File: src/design/adjacency_vertex_merge_defines.svh
// assertion macros for the adjacency vertex merge block
`ifndef ADJACENCY_VERTEX_MERGE_DEFINES_SVH
`define ADJACENCY_VERTEX_MERGE_DEFINES_SVH

`ifndef NO_ASSERTIONS
`define AVM_ASSERT(lbl, clk, rstn, prop, msg) \
  lbl: assert property (@(posedge clk) disable iff (!rstn) prop) else $error(msg);
`define AVM_ASSERT_NEXT(lbl, clk, rstn, ante, cons, msg) \
  lbl: assert property (@(posedge clk) disable iff (!rstn) (ante) |=> (cons)) else $error(msg);
`else
`define AVM_ASSERT(lbl, clk, rstn, prop, msg)
`define AVM_ASSERT_NEXT(lbl, clk, rstn, ante, cons, msg)
`endif

`endif

File: src/design/avm_pkg.sv
// shared types and constants of the adjacency vertex merge block
`default_nettype none

package avm_pkg;

  localparam int unsigned MAX_VERTICES_DEF = 16;

  localparam int unsigned ACTION_W = 3;
  localparam int unsigned VERTEX_W = 4;
  localparam int unsigned COUNT_W  = 5;
  localparam int unsigned STATUS_W = 2;

  localparam logic [ACTION_W-1:0] ACT_WRITE    = 3'd0;
  localparam logic [ACTION_W-1:0] ACT_READ     = 3'd1;
  localparam logic [ACTION_W-1:0] ACT_IDENTIFY = 3'd2;
  localparam logic [ACTION_W-1:0] ACT_CONTRACT = 3'd3;
  localparam logic [ACTION_W-1:0] ACT_RESTART  = 3'd4;

  typedef enum logic [STATUS_W-1:0] {
    ST_OK      = 2'd0,
    ST_RANGE   = 2'd1,
    ST_NOT_ADJ = 2'd2,
    ST_SAME    = 2'd3
  } status_e;

  typedef struct packed {
    logic scan;
    logic merge;
    logic wr;
    logic wr_val;
  } sweep_ctrl_t;

endpackage

`default_nettype wire

File: src/design/avm_cell.sv
// one adjacency row cell of the shifting row chain
`default_nettype none

module avm_cell
  import avm_pkg::*;
#(
  parameter int unsigned MAX_VERTICES = MAX_VERTICES_DEF
) (
  input  wire logic                    clk_i,
  input  wire logic                    rst_ni,
  input  wire logic                    shift_i,
  input  wire logic                    clear_i,
  input  wire logic [MAX_VERTICES-1:0] row_i,
  output logic      [MAX_VERTICES-1:0] row_o
);

  logic [MAX_VERTICES-1:0] row_q;

  always_ff @(posedge clk_i or negedge rst_ni) begin
    if (!rst_ni) begin
      row_q <= '0;
    end else if (clear_i) begin
      row_q <= '0;
    end else if (shift_i) begin
      row_q <= row_i;
    end
  end

  assign row_o = row_q;

endmodule

`default_nettype wire

File: src/design/avm_sweep.sv
// head of the row chain: edge capture, write update and merge compaction
`default_nettype none

module avm_sweep
  import avm_pkg::*;
#(
  parameter int unsigned MAX_VERTICES = MAX_VERTICES_DEF,
  localparam int unsigned IW = $clog2(MAX_VERTICES),
  localparam int unsigned CW = $clog2(MAX_VERTICES + 1)
) (
  input  wire logic                         clk_i,
  input  wire logic                         rst_ni,
  input  wire sweep_ctrl_t                  ctrl_i,
  input  wire logic [IW-1:0]                step_i,
  input  wire logic [IW-1:0]                a_i,
  input  wire logic [IW-1:0]                b_i,
  input  wire logic [IW-1:0]                lo_i,
  input  wire logic [IW-1:0]                hi_i,
  input  wire logic [CW-1:0]                last_i,
  input  wire logic [2:0][MAX_VERTICES-1:0] win_i,
  output logic      [MAX_VERTICES-1:0]      tail_o,
  output logic                              edge_o
);

  logic [MAX_VERTICES-1:0] q_q;
  logic [MAX_VERTICES-1:0] q_d;
  logic                    edge_q;
  logic [MAX_VERTICES-1:0] row0;
  logic [MAX_VERTICES-1:0] wr_row;
  logic [MAX_VERTICES-1:0] src_row;
  logic [MAX_VERTICES-1:0] last_mask;
  logic [MAX_VERTICES-1:0] merge_row;
  logic                    src_q_bit;

  function automatic logic [MAX_VERTICES-1:0] squeeze(
    input logic [MAX_VERTICES-1:0] row,
    input logic [IW-1:0]           lo,
    input logic [IW-1:0]           hi
  );
    logic [MAX_VERTICES+1:0] pad;
    logic [MAX_VERTICES-1:0] r;
    pad = {2'b00, row};
    r   = '0;
    for (int k = 0; k < MAX_VERTICES; k++) begin
      if (IW'(k) < lo) begin
        r[k] = pad[k];
      end else if ((IW+1)'(k + 1) < {1'b0, hi}) begin
        r[k] = pad[k+1];
      end else begin
        r[k] = pad[k+2];
      end
    end
    return r;
  endfunction

  assign row0 = win_i[0];

  // write both directions of the edge as the rows pass the head
  always_comb begin
    wr_row = row0;
    if (ctrl_i.wr && step_i == a_i) begin
      wr_row[b_i] = ctrl_i.wr_val;
    end
    if (ctrl_i.wr && step_i == b_i) begin
      wr_row[a_i] = ctrl_i.wr_val;
    end
  end

  always_comb begin
    for (int k = 0; k < MAX_VERTICES; k++) begin
      last_mask[k] = (CW'(k) == last_i);
    end
  end

  // source row of output position step: skip over the lo and hi rows
  always_comb begin
    if (step_i < lo_i) begin
      src_row = win_i[0];
    end else if ((IW+1)'(step_i) + (IW+1)'(1) < {1'b0, hi_i}) begin
      src_row = win_i[1];
    end else begin
      src_row = win_i[2];
    end
    src_q_bit = src_row[a_i] | src_row[b_i];
  end

  always_comb begin
    if (CW'(step_i) < last_i) begin
      merge_row = squeeze(src_row, lo_i, hi_i) | (src_q_bit ? last_mask : '0);
    end else if (CW'(step_i) == last_i) begin
      merge_row = squeeze(q_q, lo_i, hi_i) | ((q_q[lo_i] | q_q[hi_i]) ? last_mask : '0);
    end else begin
      merge_row = '0;
    end
  end

  always_comb begin
    q_d = (step_i == '0) ? '0 : q_q;
    if (step_i == a_i || step_i == b_i) begin
      q_d = q_d | row0;
    end
  end

  always_ff @(posedge clk_i) begin
    if (ctrl_i.scan) begin
      q_q <= q_d;
    end
  end

  always_ff @(posedge clk_i or negedge rst_ni) begin
    if (!rst_ni) begin
      edge_q <= 1'b0;
    end else if (ctrl_i.scan && step_i == a_i) begin
      edge_q <= row0[b_i];
    end
  end

  assign tail_o = ctrl_i.merge ? merge_row : wr_row;
  assign edge_o = edge_q;

endmodule

`default_nettype wire

File: src/design/adjacency_vertex_merge.sv
// adjacency vertex merge: graph kept as a chain of adjacency row cells
//
// requests enter on the s_ side, one result per request leaves on the m_ side.
// the configuration channel writes the vertex count loaded by a restart; it
// is always ready. it must be written only while the block is idle; the block itself does not enforce this.
// one request is worked on at a time. the rows circulate through the cell
// chain one position per cycle, the head cell feeding the sweep unit:
//   write, read: one pass from request to result
//   identify, contract: two passes, a scan pass and a merge pass
//   refused merge: one pass
//   restart, out of range, unused codes: no pass
// a new request is taken in the cycle after the result is loaded.
// the pass length is set by the chain depth, one row per cycle.
// the result sits in an output register; while the receiver stalls the
// finished result is held and the next request waits.
// reset clears all rows, sets the live count to MAX_VERTICES and the
// restart count to 16.
`default_nettype none

`include "adjacency_vertex_merge_defines.svh"

module adjacency_vertex_merge
  import avm_pkg::*;
#(
  parameter int unsigned MAX_VERTICES = MAX_VERTICES_DEF
) (
  input  wire logic         clk_i,
  input  wire logic         rst_ni,
  input  wire logic         cfg_valid_i,
  output logic              cfg_ready_o,
  input  wire logic [4:0]   cfg_data_i,   // initial_vertex_count
  input  wire logic         s_tvalid_i,
  output logic              s_tready_o,
  input  wire logic [15:0]  s_tdata_i,    // action[2:0], vertex_a[6:3], vertex_b[10:7], edge_value[11]
  output logic              m_tvalid_o,
  input  wire logic         m_tready_i,
  output logic [7:0]        m_tdata_o     // edge_bit[0], vertex_count[5:1], status[7:6]
);

  localparam int unsigned IW   = $clog2(MAX_VERTICES);
  localparam int unsigned CW   = $clog2(MAX_VERTICES + 1);
  localparam int unsigned CMPW = (CW > VERTEX_W) ? CW : VERTEX_W;
  localparam int unsigned SATW = (CW > COUNT_W) ? CW : COUNT_W;

  typedef enum logic [2:0] {
    S_IDLE,
    S_SCAN,
    S_DECIDE,
    S_MERGE,
    S_DONE
  } state_e;

  state_e                state_q;
  logic [IW-1:0]         step_q;
  logic [ACTION_W-1:0]   act_q;
  logic [VERTEX_W-1:0]   a_q;
  logic [VERTEX_W-1:0]   b_q;
  logic                  v_q;
  status_e               status_q;
  logic [CW-1:0]         live_q;
  logic [COUNT_W-1:0]    cfg_q;
  logic                  m_valid_q;
  logic                  m_edge_q;
  logic [COUNT_W-1:0]    m_count_q;
  status_e               m_status_q;

  logic [ACTION_W-1:0]   in_act;
  logic [VERTEX_W-1:0]   in_a;
  logic [VERTEX_W-1:0]   in_b;
  logic                  in_v;
  logic                  in_req;
  logic                  in_range;
  logic [CW-1:0]         restart_count;
  logic                  step_last;
  logic [IW-1:0]         a_ix;
  logic [IW-1:0]         b_ix;
  logic [IW-1:0]         lo_ix;
  logic [IW-1:0]         hi_ix;
  logic [CW-1:0]         last_pos;
  logic                  edge_bit;
  logic                  out_edge;
  logic                  out_load;
  logic                  chain_shift;
  logic                  chain_clear;
  sweep_ctrl_t           sweep_ctrl;

  logic [MAX_VERTICES-1:0]       row [MAX_VERTICES];
  logic [MAX_VERTICES-1:0]       tail_row;
  logic [2:0][MAX_VERTICES-1:0]  win;

  assign in_act = s_tdata_i[2:0];
  assign in_a   = s_tdata_i[6:3];
  assign in_b   = s_tdata_i[10:7];
  assign in_v   = s_tdata_i[11];

  assign s_tready_o  = (state_q == S_IDLE);
  assign cfg_ready_o = 1'b1;
  assign in_req      = s_tvalid_i && s_tready_o;

  assign in_range = (CMPW'(in_a) < CMPW'(live_q)) && (CMPW'(in_b) < CMPW'(live_q))
                 && (CMPW'(in_a) < CMPW'(MAX_VERTICES))
                 && (CMPW'(in_b) < CMPW'(MAX_VERTICES));

  assign restart_count = (SATW'(cfg_q) > SATW'(MAX_VERTICES)) ? CW'(MAX_VERTICES)
                                                              : CW'(cfg_q);

  assign step_last = (step_q == IW'(MAX_VERTICES - 1));
  assign a_ix      = IW'(a_q);
  assign b_ix      = IW'(b_q);
  assign lo_ix     = (a_ix < b_ix) ? a_ix : b_ix;
  assign hi_ix     = (a_ix < b_ix) ? b_ix : a_ix;
  assign last_pos  = live_q - CW'(2);

  assign chain_shift = (state_q == S_SCAN) || (state_q == S_MERGE);
  assign chain_clear = in_req && (in_act == ACT_RESTART);

  assign sweep_ctrl.scan   = (state_q == S_SCAN);
  assign sweep_ctrl.merge  = (state_q == S_MERGE);
  assign sweep_ctrl.wr     = (state_q == S_SCAN) && (act_q == ACT_WRITE);
  assign sweep_ctrl.wr_val = v_q;

  assign out_edge = (status_q != ST_RANGE) && (act_q <= ACT_CONTRACT) && edge_bit;
  assign out_load = (state_q == S_DONE) && (!m_valid_q || m_tready_i);

  // row chain: each cell takes its upper neighbor, the last takes the sweep output
  for (genvar i = 0; i < MAX_VERTICES; i++) begin : g_cell
    logic [MAX_VERTICES-1:0] next_row;
    if (i == MAX_VERTICES - 1) begin : g_tail
      assign next_row = tail_row;
    end else begin : g_mid
      assign next_row = row[i+1];
    end
    avm_cell #(
      .MAX_VERTICES(MAX_VERTICES)
    ) u_cell (
      .clk_i  (clk_i),
      .rst_ni (rst_ni),
      .shift_i(chain_shift),
      .clear_i(chain_clear),
      .row_i  (next_row),
      .row_o  (row[i])
    );
  end

  assign win[0] = row[0];
  assign win[1] = row[1];
  if (MAX_VERTICES > 2) begin : g_win_wide
    assign win[2] = row[2];
  end else begin : g_win_narrow
    assign win[2] = '0;
  end

  avm_sweep #(
    .MAX_VERTICES(MAX_VERTICES)
  ) u_sweep (
    .clk_i (clk_i),
    .rst_ni(rst_ni),
    .ctrl_i(sweep_ctrl),
    .step_i(step_q),
    .a_i   (a_ix),
    .b_i   (b_ix),
    .lo_i  (lo_ix),
    .hi_i  (hi_ix),
    .last_i(last_pos),
    .win_i (win),
    .tail_o(tail_row),
    .edge_o(edge_bit)
  );

  always_ff @(posedge clk_i or negedge rst_ni) begin
    if (!rst_ni) begin
      state_q    <= S_IDLE;
      step_q     <= '0;
      act_q      <= ACT_WRITE;
      a_q        <= '0;
      b_q        <= '0;
      v_q        <= 1'b0;
      status_q   <= ST_OK;
      live_q     <= CW'(MAX_VERTICES);
      cfg_q      <= COUNT_W'(16);
      m_valid_q  <= 1'b0;
      m_edge_q   <= 1'b0;
      m_count_q  <= '0;
      m_status_q <= ST_OK;
    end else begin
      if (cfg_valid_i) begin
        cfg_q <= cfg_data_i;
      end
      if (out_load) begin
        m_valid_q <= 1'b1;
      end else if (m_tready_i) begin
        m_valid_q <= 1'b0;
      end
      case (state_q)
        S_IDLE: begin
          if (in_req) begin
            act_q    <= in_act;
            a_q      <= in_a;
            b_q      <= in_b;
            v_q      <= in_v;
            step_q   <= '0;
            status_q <= ST_OK;
            if (in_act <= ACT_CONTRACT) begin
              if (in_range) begin
                state_q <= S_SCAN;
              end else begin
                status_q <= ST_RANGE;
                state_q  <= S_DONE;
              end
            end else begin
              if (in_act == ACT_RESTART) begin
                live_q <= restart_count;
              end
              state_q <= S_DONE;
            end
          end
        end
        S_SCAN: begin
          step_q <= step_q + IW'(1);
          if (step_last) begin
            state_q <= S_DECIDE;
          end
        end
        S_DECIDE: begin
          step_q  <= '0;
          state_q <= S_DONE;
          if (act_q == ACT_IDENTIFY || act_q == ACT_CONTRACT) begin
            if (a_q == b_q) begin
              status_q <= ST_SAME;
            end else if (act_q == ACT_CONTRACT && !edge_bit) begin
              status_q <= ST_NOT_ADJ;
            end else begin
              state_q <= S_MERGE;
            end
          end
        end
        S_MERGE: begin
          step_q <= step_q + IW'(1);
          if (step_last) begin
            live_q  <= live_q - CW'(1);
            state_q <= S_DONE;
          end
        end
        S_DONE: begin
          if (out_load) begin
            m_edge_q   <= out_edge;
            m_count_q  <= COUNT_W'(live_q);
            m_status_q <= status_q;
            state_q    <= S_IDLE;
          end
        end
        default: begin
          state_q <= S_IDLE;
        end
      endcase
    end
  end

  assign m_tvalid_o = m_valid_q;
  assign m_tdata_o  = {m_status_q, m_count_q, m_edge_q};

  `AVM_ASSERT(a_merge_needs_two, clk_i, rst_ni, (state_q == S_MERGE) |-> (live_q >= CW'(2)), "merge with fewer than two live vertices")
  `AVM_ASSERT_NEXT(a_merge_dec, clk_i, rst_ni, state_q == S_MERGE && step_last, live_q == $past(live_q) - CW'(1), "merge did not decrement the live count")
  `AVM_ASSERT(a_dead_row_zero, clk_i, rst_ni, (state_q == S_IDLE && live_q < CW'(MAX_VERTICES)) |-> (row[MAX_VERTICES-1] == '0), "row beyond the live count is not zero")
  `AVM_ASSERT(a_live_max, clk_i, rst_ni, live_q <= CW'(MAX_VERTICES), "live count above the row count")

endmodule

`default_nettype wire
File: config.mk
export PLATFORM = sky130hd
export DESIGN_NAME = adjacency_vertex_merge
export DESIGN_NICKNAME = d
export VERILOG_FILES = /design/src/design/avm_pkg.sv /design/src/design/avm_cell.sv /design/src/design/avm_sweep.sv /design/src/design/adjacency_vertex_merge.sv
export VERILOG_INCLUDE_DIRS = /design/src /design/src/design
export SDC_FILE = /design/constraint.sdc
export NUM_CORES = 1
export LEC_CHECK = 0
export ABC_AREA = 1
export BUFFER_PORTS_ARGS = -buffer_cell sky130_fd_sc_hd__buf_4
export CAP_MARGIN = 10
export CORE_MARGIN = 10
export CORE_UTILIZATION = 50
export CTS_BUF_LIST = sky130_fd_sc_hd__clkbuf_8
export DETAILED_ROUTE_END_ITERATION = 10
export GPL_ROUTABILITY_DRIVEN = 0
export GPL_TIMING_DRIVEN = 0
export PLACE_DENSITY_LB_ADDON = 0.08
export SLEW_MARGIN = 20
export SYNTH_ARGS = -nofsm -noshare
export SYNTH_HDL_FRONTEND = slang
export SYNTH_HIERARCHICAL = 1
export SYNTH_SLANG_ARGS = --single-unit
File: constraint.sdc
create_clock -name clk_i -period 5.2 [get_ports clk_i]
set_input_delay 1.04 -clock clk_i [delete_from_list [all_inputs] [get_ports clk_i]]
set_output_delay 1.04 -clock clk_i [all_outputs]
set_load 0.02 [all_outputs]
# Yosys cells after proc, flatten, opt, wreduce, memory -nomap -nowiden
# Cells that the tools add are included.
# totals
register_bits	313
inputBits	26
out_inout_bits	11
wordCells	352
# op_classes
eq_ne	36
add_sub_neg	4
bitwise_logic	5
n_reduce_logical	35
n_lt_le_gt_ge	45
muxes	196
# ops
op	n
2-to-1 mux 16 bit	43
2-to-1 mux 1 bit	119
less-than comparator 4 bit, first input constant	15
OR 16 bit	3
== test 4 x 5 -> 1 bit, first input constant	8
bitwise mux 16 bit	2
less-than comparator 3 x 4 -> 1 bit, first input constant	8
2-to-1 mux 3 bit	9
2-to-1 mux 5 bit	5
binary-select mux 1 bit (select 4 bit)	5
== test 3 x 5 -> 1 bit, first input constant	4
less-than comparator 4 x 5 -> 1 bit, second input constant	4
less-than comparator 2 x 4 -> 1 bit, first input constant	4
less-than comparator 4 x 5 -> 1 bit	3
case mux 3 bit (5 select lines)	1
logical AND 1 bit	13
== test 3 x 2 -> 1 bit, second input constant	4
== test 4 bit	3
less-than comparator 1 x 4 -> 1 bit, first input constant	3
2-to-1 mux 4 bit	3
case mux 4 bit (3 select lines)	1
== test 2 x 5 -> 1 bit, first input constant	2
inequality test 2 bit, second input constant	5
case mux 5 bit (2 select lines)	1
other kinds (31)	53

# Depth between registers and ports, before layout
# Gate-level depths: netlist of the first run.
# logic_depth
word_depth	14
mapped_depth	30
ltp_nobuf	29

# Cells and area by module
# Netlist of the first run, hierarchy kept.
# by_module_without_submodules
module	area_each_um2	cells_each	instances
avm_cell	648.1	70	16
avm_sweep	4142.7	742	1
adjacency_vertex_merge	2304.7	299	1

# Least setup slack after synthesis of the first run
# Ideal clock, no wire load.
# synth_path
path_kind	register to register
startpoint	register b_q[3] (netlist: b_ix[3])
endpoint	register g_cell[15].u_cell.row_q[14]
period_less_slack_ps	3848
arrival_ps	3729
path_stages_with_launch	27
path_buffers	2
setup_time_ps	119
path_slack_ps	1352
required_time_ps	5081
path_cell_list	dfrtp_1 > inv_1 > ha_1 > a21oi_1 > o21ai_1 > buf_2 > o21ai_0 > inv_2 > ha_1 > inv_1 > nor2_1 > nand2_2 > buf_2 > nand4_1 > nand3_1 > nand3_1 > nand2_1 > o21bai_1 > nand2_1 > nor2_1 > nand3_2 > nand2_4 > nand2_1 > nand2_1 > a21oi_1 > nand3_1 > nand2_1
# synth_between
elab_chain_len	14
word_cells_on_any_way	43
cone_classes	6 x order compare; 1 x eq/ne; 30 x mux; 4 x bitwise; 2 x reduce/logical
# synth_rtl
element	line	text
start: declaration	adjacency_vertex_merge.sv:57	logic [VERTEX_W-1:0] b_q;
start signal: assignment	adjacency_vertex_merge.sv:199	b_q <= in_b;
less-than comparator 4 bit	adjacency_vertex_merge.sv:111	assign hi_ix = (a_ix < b_ix) ? b_ix : a_ix;
2-to-1 mux 4 bit (*)	adjacency_vertex_merge.sv:111	
via hi_ix[3]	adjacency_vertex_merge.sv:78	logic [IW-1:0] hi_ix;
less-than comparator 5 x 4 -> 1 bit	avm_sweep.sv:79	end else if ((IW+1)'(step_i) + (IW+1)'(1) < {1'b0, hi_i}) begin
2-to-1 mux 16 bit	avm_sweep.sv:79	
2-to-1 mux 16 bit	avm_sweep.sv:77	if (step_i < lo_i) begin
binary-select mux 1 bit (select 4 bit)	avm_sweep.sv:84	src_q_bit = src_row[a_i] | src_row[b_i];
2-to-1 mux 1 bit (not written as such)	avm_sweep.sv:84	
OR 1 bit	avm_sweep.sv:84	
2-to-1 mux 16 bit	avm_sweep.sv:89	merge_row = squeeze(src_row, lo_i, hi_i) | (src_q_bit ? last_mask : '0);
OR 16 bit	avm_sweep.sv:89	
2-to-1 mux 16 bit (*)	avm_sweep.sv:88	if (CW'(step_i) < last_i) begin
2-to-1 mux 16 bit (*)	avm_sweep.sv:118	assign tail_o = ctrl_i.merge ? merge_row : wr_row;
via g_cell[15].next_row[14]	adjacency_vertex_merge.sv:127	logic [MAX_VERTICES-1:0] next_row;
2-to-1 mux 16 bit (*)	avm_cell.sv:24	end else if (shift_i) begin
2-to-1 mux 16 bit (*)	avm_cell.sv:22	end else if (clear_i) begin
end signal: assignment	avm_cell.sv:25	row_q <= row_i;
end: declaration	avm_cell.sv:17	logic [MAX_VERTICES-1:0] row_q;
# Mark *: on every way through the listed nets, which the timed path passes. The rest lies on a longest branch. The select of a mux whose other input is x is not followed.
# A chain may end at the register's enable or synchronous reset.

# Worst setup path after layout of the first run
# layout_path
startpoint	register b_q[3] (netlist: b_ix[3])
endpoint	register g_cell[15].u_cell.row_q[7]
# layout_between
word_cells_on_any_way	46
cone_classes	7 x order compare; 1 x eq/ne; 32 x mux; 4 x bitwise; 2 x reduce/logical
# layout_lines
element	line	text
less-than comparator 4 bit	adjacency_vertex_merge.sv:110	assign lo_ix = (a_ix < b_ix) ? a_ix : b_ix;
2-to-1 mux 4 bit (*)	adjacency_vertex_merge.sv:110	
via lo_ix[3]	adjacency_vertex_merge.sv:77	logic [IW-1:0] lo_ix;
less-than comparator 4 bit	avm_sweep.sv:77	
2-to-1 mux 16 bit	avm_sweep.sv:77	
binary-select mux 1 bit (select 4 bit)	avm_sweep.sv:84	
2-to-1 mux 1 bit (not written as such)	avm_sweep.sv:84	
OR 1 bit	avm_sweep.sv:84	
2-to-1 mux 16 bit	avm_sweep.sv:89	
OR 16 bit	avm_sweep.sv:89	
2-to-1 mux 16 bit (*)	avm_sweep.sv:88	
2-to-1 mux 16 bit (*)	avm_sweep.sv:118	
via g_cell[15].next_row[7]	adjacency_vertex_merge.sv:127	
2-to-1 mux 16 bit (*)	avm_cell.sv:24	
2-to-1 mux 16 bit (*)	avm_cell.sv:22	
# Marked as above.

==> results.toml, run 1 <==
[status]
status = "finished, final reports clean"

[grt]
grt_overflow = 0
grt_pass1_wl_um = 76600
grt_pass1_vias = 14928
grt_max_degree = 99
antenna_found_initial = 0
grtUsageTotal_pct = 22.4

[floorplan]
dieArea_um2 = 41400
coreArea_um2 = 33400
die_width_um = 203
pin_count = 37
floorplan.initialDensity_pct = 50.4
dieHeight_um = 203
rows = 67

[logic_synthesis]
synthArstFlopShare_pct = 94.9
ys.warnings.count = 6
yosysSeqAreaShare_pct = 47.1
synth-seq-cells = 313
synth_nets = 2213
synth_top_area_share_pct = 43.9
ys_types = 53
syn_area_um2 = 16800
syn_avg_cell_area_um2 = 7.78
synth_enable_flop_cells = 16
synthCells = 2161
yosys-top-cells-area = "dfrtp_1, nand2_1, nand3_1"
yosysMostFrequentCell = "nand2_1"
synthFlopType = "dfrtp_1"
synthTopCellsByCount = "nand2_1, nand3_1, dfrtp_1"
yosys.area.top_type = "dfrtp_1"

[detailed_routing]
antenna_left = 0
drt-initial-drc-count = 1148
firstDrtPassIters = 6
routed_wl_um = 46600
drc = 0
wl_per_cell_um = 17.0
vias_per_cell = 5.49
vias = 15044

[placed_design]
io_buffer_count = 30
dp.cells = 2643
hpwl_um = 34500
pre_cts_ws_ns = -0.00975

[clocking]
clock_latency_ns = 0.61
cts.htree.levels = 2
cts_made_buffers = 54
cts-root-buf = "clkbuf_8"
clockBufferDepth = 3
clkSinkCount = 313
postCtsHoldBufs = 0
cts_tree = "built"
clkTransAtPathRegs_ns = 0.07

[timing]
finalCriticalPeriod_ns = 4.84
timing.final.ws_setup_ns = 0.361
clock.fmax_mhz = 207
setup_viol = 0
fin_skew_ns = 0.0331
worst_slew_pin_slew_ns = 0.927
fin_setup_tns_ns = 0
relSlewSlack_pct = 38.1
slew_viol_final = 0
holdWs_ns = 0.236
finalHoldViolCount = 0
min_period_over_period_pct = 93.1

[setup_path]
worst_setup_path_start_kind = "flop"
cp.required_ns = 5.70
slowest_stage = "dfrtp_2"
cpPeakStageDelay_ns = 0.47
crit_fanout = 10
crit_path_end_kind = "flop"
path_common_cell = "nand2_1"
crit_arrival_ns = 5.34
crit_type = "reg2reg"
crit_buf_inv = 6
cp_top_family = "simple AND/OR/NAND/NOR gates"

[finish]
stdcell_count = 2742
fin_nets = 2303
drive_gt1_share_pct = 12.6
diodes = 0
area.growth.synth_to_final_pct = 12.9

[run]
maxCapViolations = 0

[hold_path]
hold_path.class = "in2async"
-- timing repair --
item,in CTS,in global routing
gates resized for setup,1,16
setup buffers,0,0
endpoints found under the setup margin,2,16
-- path summary, 6_finish.rpt --
kind / start / endpoint / slack (ns) / cells after the start
setup / recovery: b_ix[3] / g_cell[15].u_cell/row_o[7] / 0.36 / 26
max in group asynchronous: rst_ni / g_cell[10].u_cell/row_o[4] / 3.32 / 4
hold / removal: rst_ni / b_ix[1] / 0.24 / 1
hold reg to reg: g_cell[9].u_cell/row_o[7] / g_cell[9].u_cell/row_o[7] / 0.47 / 2
setup reg to reg: b_ix[3] / g_cell[15].u_cell/row_o[7] / 0.36 / 26
min in group clk_i: g_cell[9].u_cell/row_o[7] / g_cell[9].u_cell/row_o[7] / 0.47 / 2
-- state kept, by name (all words and copies together), names as in the netlist --
name / count
m_count_q: 5
status_q: 2
act_q: 3
u_sweep/q_q: 16
m_status_q: 2
m_tvalid_o: 1
cfg_q: 5
live_q: 5
g_cell.u_cell/row_o: 256
a_ix: 4
b_ix: 4
u_sweep/edge_o: 1
state_q: 3
m_edge_q: 1
v_q: 1
step_q: 4
-- routing by layer --
layer / vias up / wire (um) / GRT usage (%)
li1: 7325 / - / -
met1: 7060 / 20800 / 29.6
met2: 521 / 21100 / 36.0
met3: 138 / 3010 / 3.66
met4: 0 / 1690 / 9.35
met5: - / 0 / 0
-- layout by cell type, fill, tap and decap left out, types with 6 or more instances in the layout --
cell type,synthesis,routed
nand2_2,8,8
nand3_1,341,341
nand4_1,19,19
xor2_1,11,11
o22ai_1,8,8
inv_2,20,20
buf_2,41,40
o221ai_1,6,6
clkbuf_8,0,78
clkbuf_1,16,13
nor2_4,18,18
nor2_1,68,67
nor3_1,16,16
dfrtp_1,295,292
clkinv_2,0,9
inv_1,137,140
a311oi_1,6,6
nand2_1,793,793
o21ai_0,109,106
edfxtp_1,16,16
a21oi_1,60,59
o21ai_1,12,13
or2_2,8,8
a31oi_1,11,11
buf_4,3,32
o211ai_1,24,24
buf_6,35,35
ha_1,26,26
-- through the flow --
stage / util (%) / area, um^2
final: 56.9 / 19000
after global routing: 56.9 / 19000
after CTS: 56.8 / 19000
after detailed placement: 53.1 / 17700
after global placement: 52.8 / 17600
after floorplan: - / 16800
-- logic make-up after synthesis --
kind of cell | Yosys count | share of synthesized area (%)
buf+inv | 256 | 7.74
compound gates | 266 | 9.44
xor+xnor | 11 | 0.573
mux | 2 | 0.126
simple gates | 1286 | 33.1
flops | 313 | 47.1
fa+ha+maj | 26 | 1.93
other cells | 1 | 0.0223
-- final cells by class --
| cell class | count | area, um^2 |
|---|---|---|
| timing repair buffer | 34 | 343 |
| buffer | 96 | 703 |
| sequential | 313 | 7920 |
| multi-input combinational | 1592 | 7610 |
| clock buffer | 78 | 1070 |
| fill | 3209 | 14400 |
| tap | 448 | 561 |
| clock inverter | 21 | 168 |
| inverter | 160 | 608 |
Power of run 1 is not shown: default switching activity piles up to over one toggle a cycle in this logic, so the estimate is an artifact.
==> run 2, diff against run 1 <==
==> constraint.sdc (replaced) <==
create_clock -name clk_i -period 5.67 [get_ports clk_i]
set_input_delay 1.134 -clock clk_i [delete_from_list [all_inputs] [get_ports clk_i]]
set_output_delay 1.134 -clock clk_i [all_outputs]
set_load 0.02 [all_outputs]
==> run 2 against run 1 <==
  * Via count is 0.11% lower
  * Sequential cell count stayed put
  * Clock skew is 0.0016 ns higher
  * Hold slack better by 0.094 ns
  * Non-clock buffer count stayed put
  * Core utilization is 0.064 points lower
  * Final cell count stayed put
  * Die area stayed put
  * Cell area is 0.11% lower
  * Critical path depth is 1 higher
  * Highest routed layer unchanged
==> results.toml, run 2 (synthesized netlist as in run 1, its figures left out) <==
[status]
status = "finished, final reports clean"

[clocking]
cts.htree.levels = 2
clkTransAtPathRegs_ns = 0.07
clkSinkCount = 313
cts-root-buf = "clkbuf_8"
clockBufferDepth = 3
cts_made_buffers = 54
cts_tree = "built"
clock_latency_ns = 0.61

[setup_path]
crit_type = "reg2reg"
slowest_stage = "a21boi_0"
reg2regPathDepth = 27
crit_arrival_ns = 5.87
cpPeakStageDelay_ns = 0.61
cp.required_ns = 6.21
path_common_cell = "nand2_1"
worst_setup_path_start_kind = "flop"
r2r_end = "g_cell[15].u_cell/row_o[5]"
crit_path_end_kind = "flop"
regToRegSetupSlack_ns = 0.34
regToRegStartpoint = "b_ix[3]"
crit_fanout = 10

[timing]
setup_viol = 0
finalHoldViolCount = 0
relSlewSlack_pct = 37.5
fin_setup_tns_ns = 0
finalCriticalPeriod_ns = 5.33
clock.fmax_mhz = 188
worst_slew_pin_slew_ns = 0.935
timing.final.ws_setup_ns = 0.342
slew_viol_final = 0
fin_skew_ns = 0.0347
rsz0062_at_grt = "no"
min_period_over_period_pct = 94.0

[grt]
grt_max_degree = 99
grt_pass1_wl_um = 76600
grt_pass1_vias = 14928
grtUsageTotal_pct = 22.4
grt_overflow = 0
antenna_found_initial = 0

[floorplan]
rows = 67
die_width_um = 203
floorplan.initialDensity_pct = 50.4
dieArea_um2 = 41400
dieHeight_um = 203
coreArea_um2 = 33400
pin_count = 37

[hold_path]
hold_path.class = "in2async"

[placed_design]
place_area_um2 = 17700
pre_cts_ws_ns = 0.460
dp.cells = 2643
hpwl_um = 34500
io_buffer_count = 30

[finish]
diodes = 0
area.growth.synth_to_final_pct = 12.8
layout_common_cells = "nand2_1, nand3_1, dfrtp_1, inv_1, o21ai_0"
stdcell_count = 2742
fin_area_um2 = 19000
final_common_cell = "nand2_1"
fin_nets = 2303
drive_gt1_share_pct = 12.2
largest_reg_flops = 256

[detailed_routing]
antenna_left = 0
vias = 15028
wl_per_cell_um = 17.0
drt-initial-drc-count = 1165
vias_per_cell = 5.48
firstDrtPassIters = 5
routed_wl_um = 46500
drc = 0

[run]
maxCapViolations = 0
-- run 2: cell types whose count changed in the layout (fill, tap and decap cells not counted) --
cell / previous run / this run
dfrtp_2: 3 / 0
a21boi_1: 1 / 0
a21oi_1: 59 / 60
a21boi_0: 0 / 1
clkbuf_1: 13 / 16
clkbuf_4: 1 / 0
clkbuf_2: 3 / 0
o21ai_2: 2 / 0
a21oi_2: 3 / 2
o21ai_0: 106 / 108
buf_2: 40 / 41
dfrtp_1: 292 / 295
-- run 2: through the flow --
step / utilization (%) / hold slack (ns)
2_1_floorplan: - / 0.442
3_3_place_gp: 52.8 / 0.455
3_5_place_dp: 53.1 / 0.460
4_1_cts: 56.8 / 0.294
5_1_grt: 56.8 / 0.304
6_report: 56.8 / 0.330
-- run 2: what timing repair did --
action | CTS | global route
endpoints found under the hold margin | 0 | 0
setup buffers | 0 | 0
resized for setup | 0 | 1
setup endpoints to repair | 0 | 8
hold buffers | 0 | 0
-- run 2: metal layers --
metal  routed length, um  GRT usage (%)  vias to the layer above
li1                    -              -                     7327
met1               20700           29.6                     7063
met4                1720           9.35                        0
met5                   0              0                        -
met2               21100           36.0                      496
met3                2930           3.66                      142
-- run 2: worst max-delay path, delay by kind of cell (launching register included) --
family          cells  cell delay, ns
compound gates      9            1.89
fa+ha+maj           2            0.63
buf+inv             6            1.25
flops               1            0.50
simple gates       10            0.99
-- run 2: worst max-delay path by stage --
stage	startpoint	slack, ns	end
finish	b_ix[3]	0.34	g_cell[15].u_cell/row_o[5]
global route	b_ix[1]	0.003	g_cell[15].u_cell/row_o[5]
CTS	b_ix[3]	0.44	g_cell[15].u_cell/row_o[7]
detailed placement	b_ix[3]	0.46	g_cell[15].u_cell/row_o[6]
global placement	b_ix[3]	0.47	g_cell[15].u_cell/row_o[6]
floorplan	b_ix[3]	1.82	g_cell[15].u_cell/row_o[14]
-- run 2: area by class of cell --
| type | count | area, um^2 |
|---|---|---|
| well taps | 448 | 561 |
| clock buffers | 78 | 1070 |
| plain buffers | 96 | 697 |
| repair buffers | 34 | 343 |
| multi-input cells | 1592 | 7600 |
| flip-flops and latches | 313 | 7920 |
| inverters | 160 | 608 |
| fillers | 3207 | 14400 |
| clock inverters | 21 | 168 |
Power of run 2 is left out for the same reason.
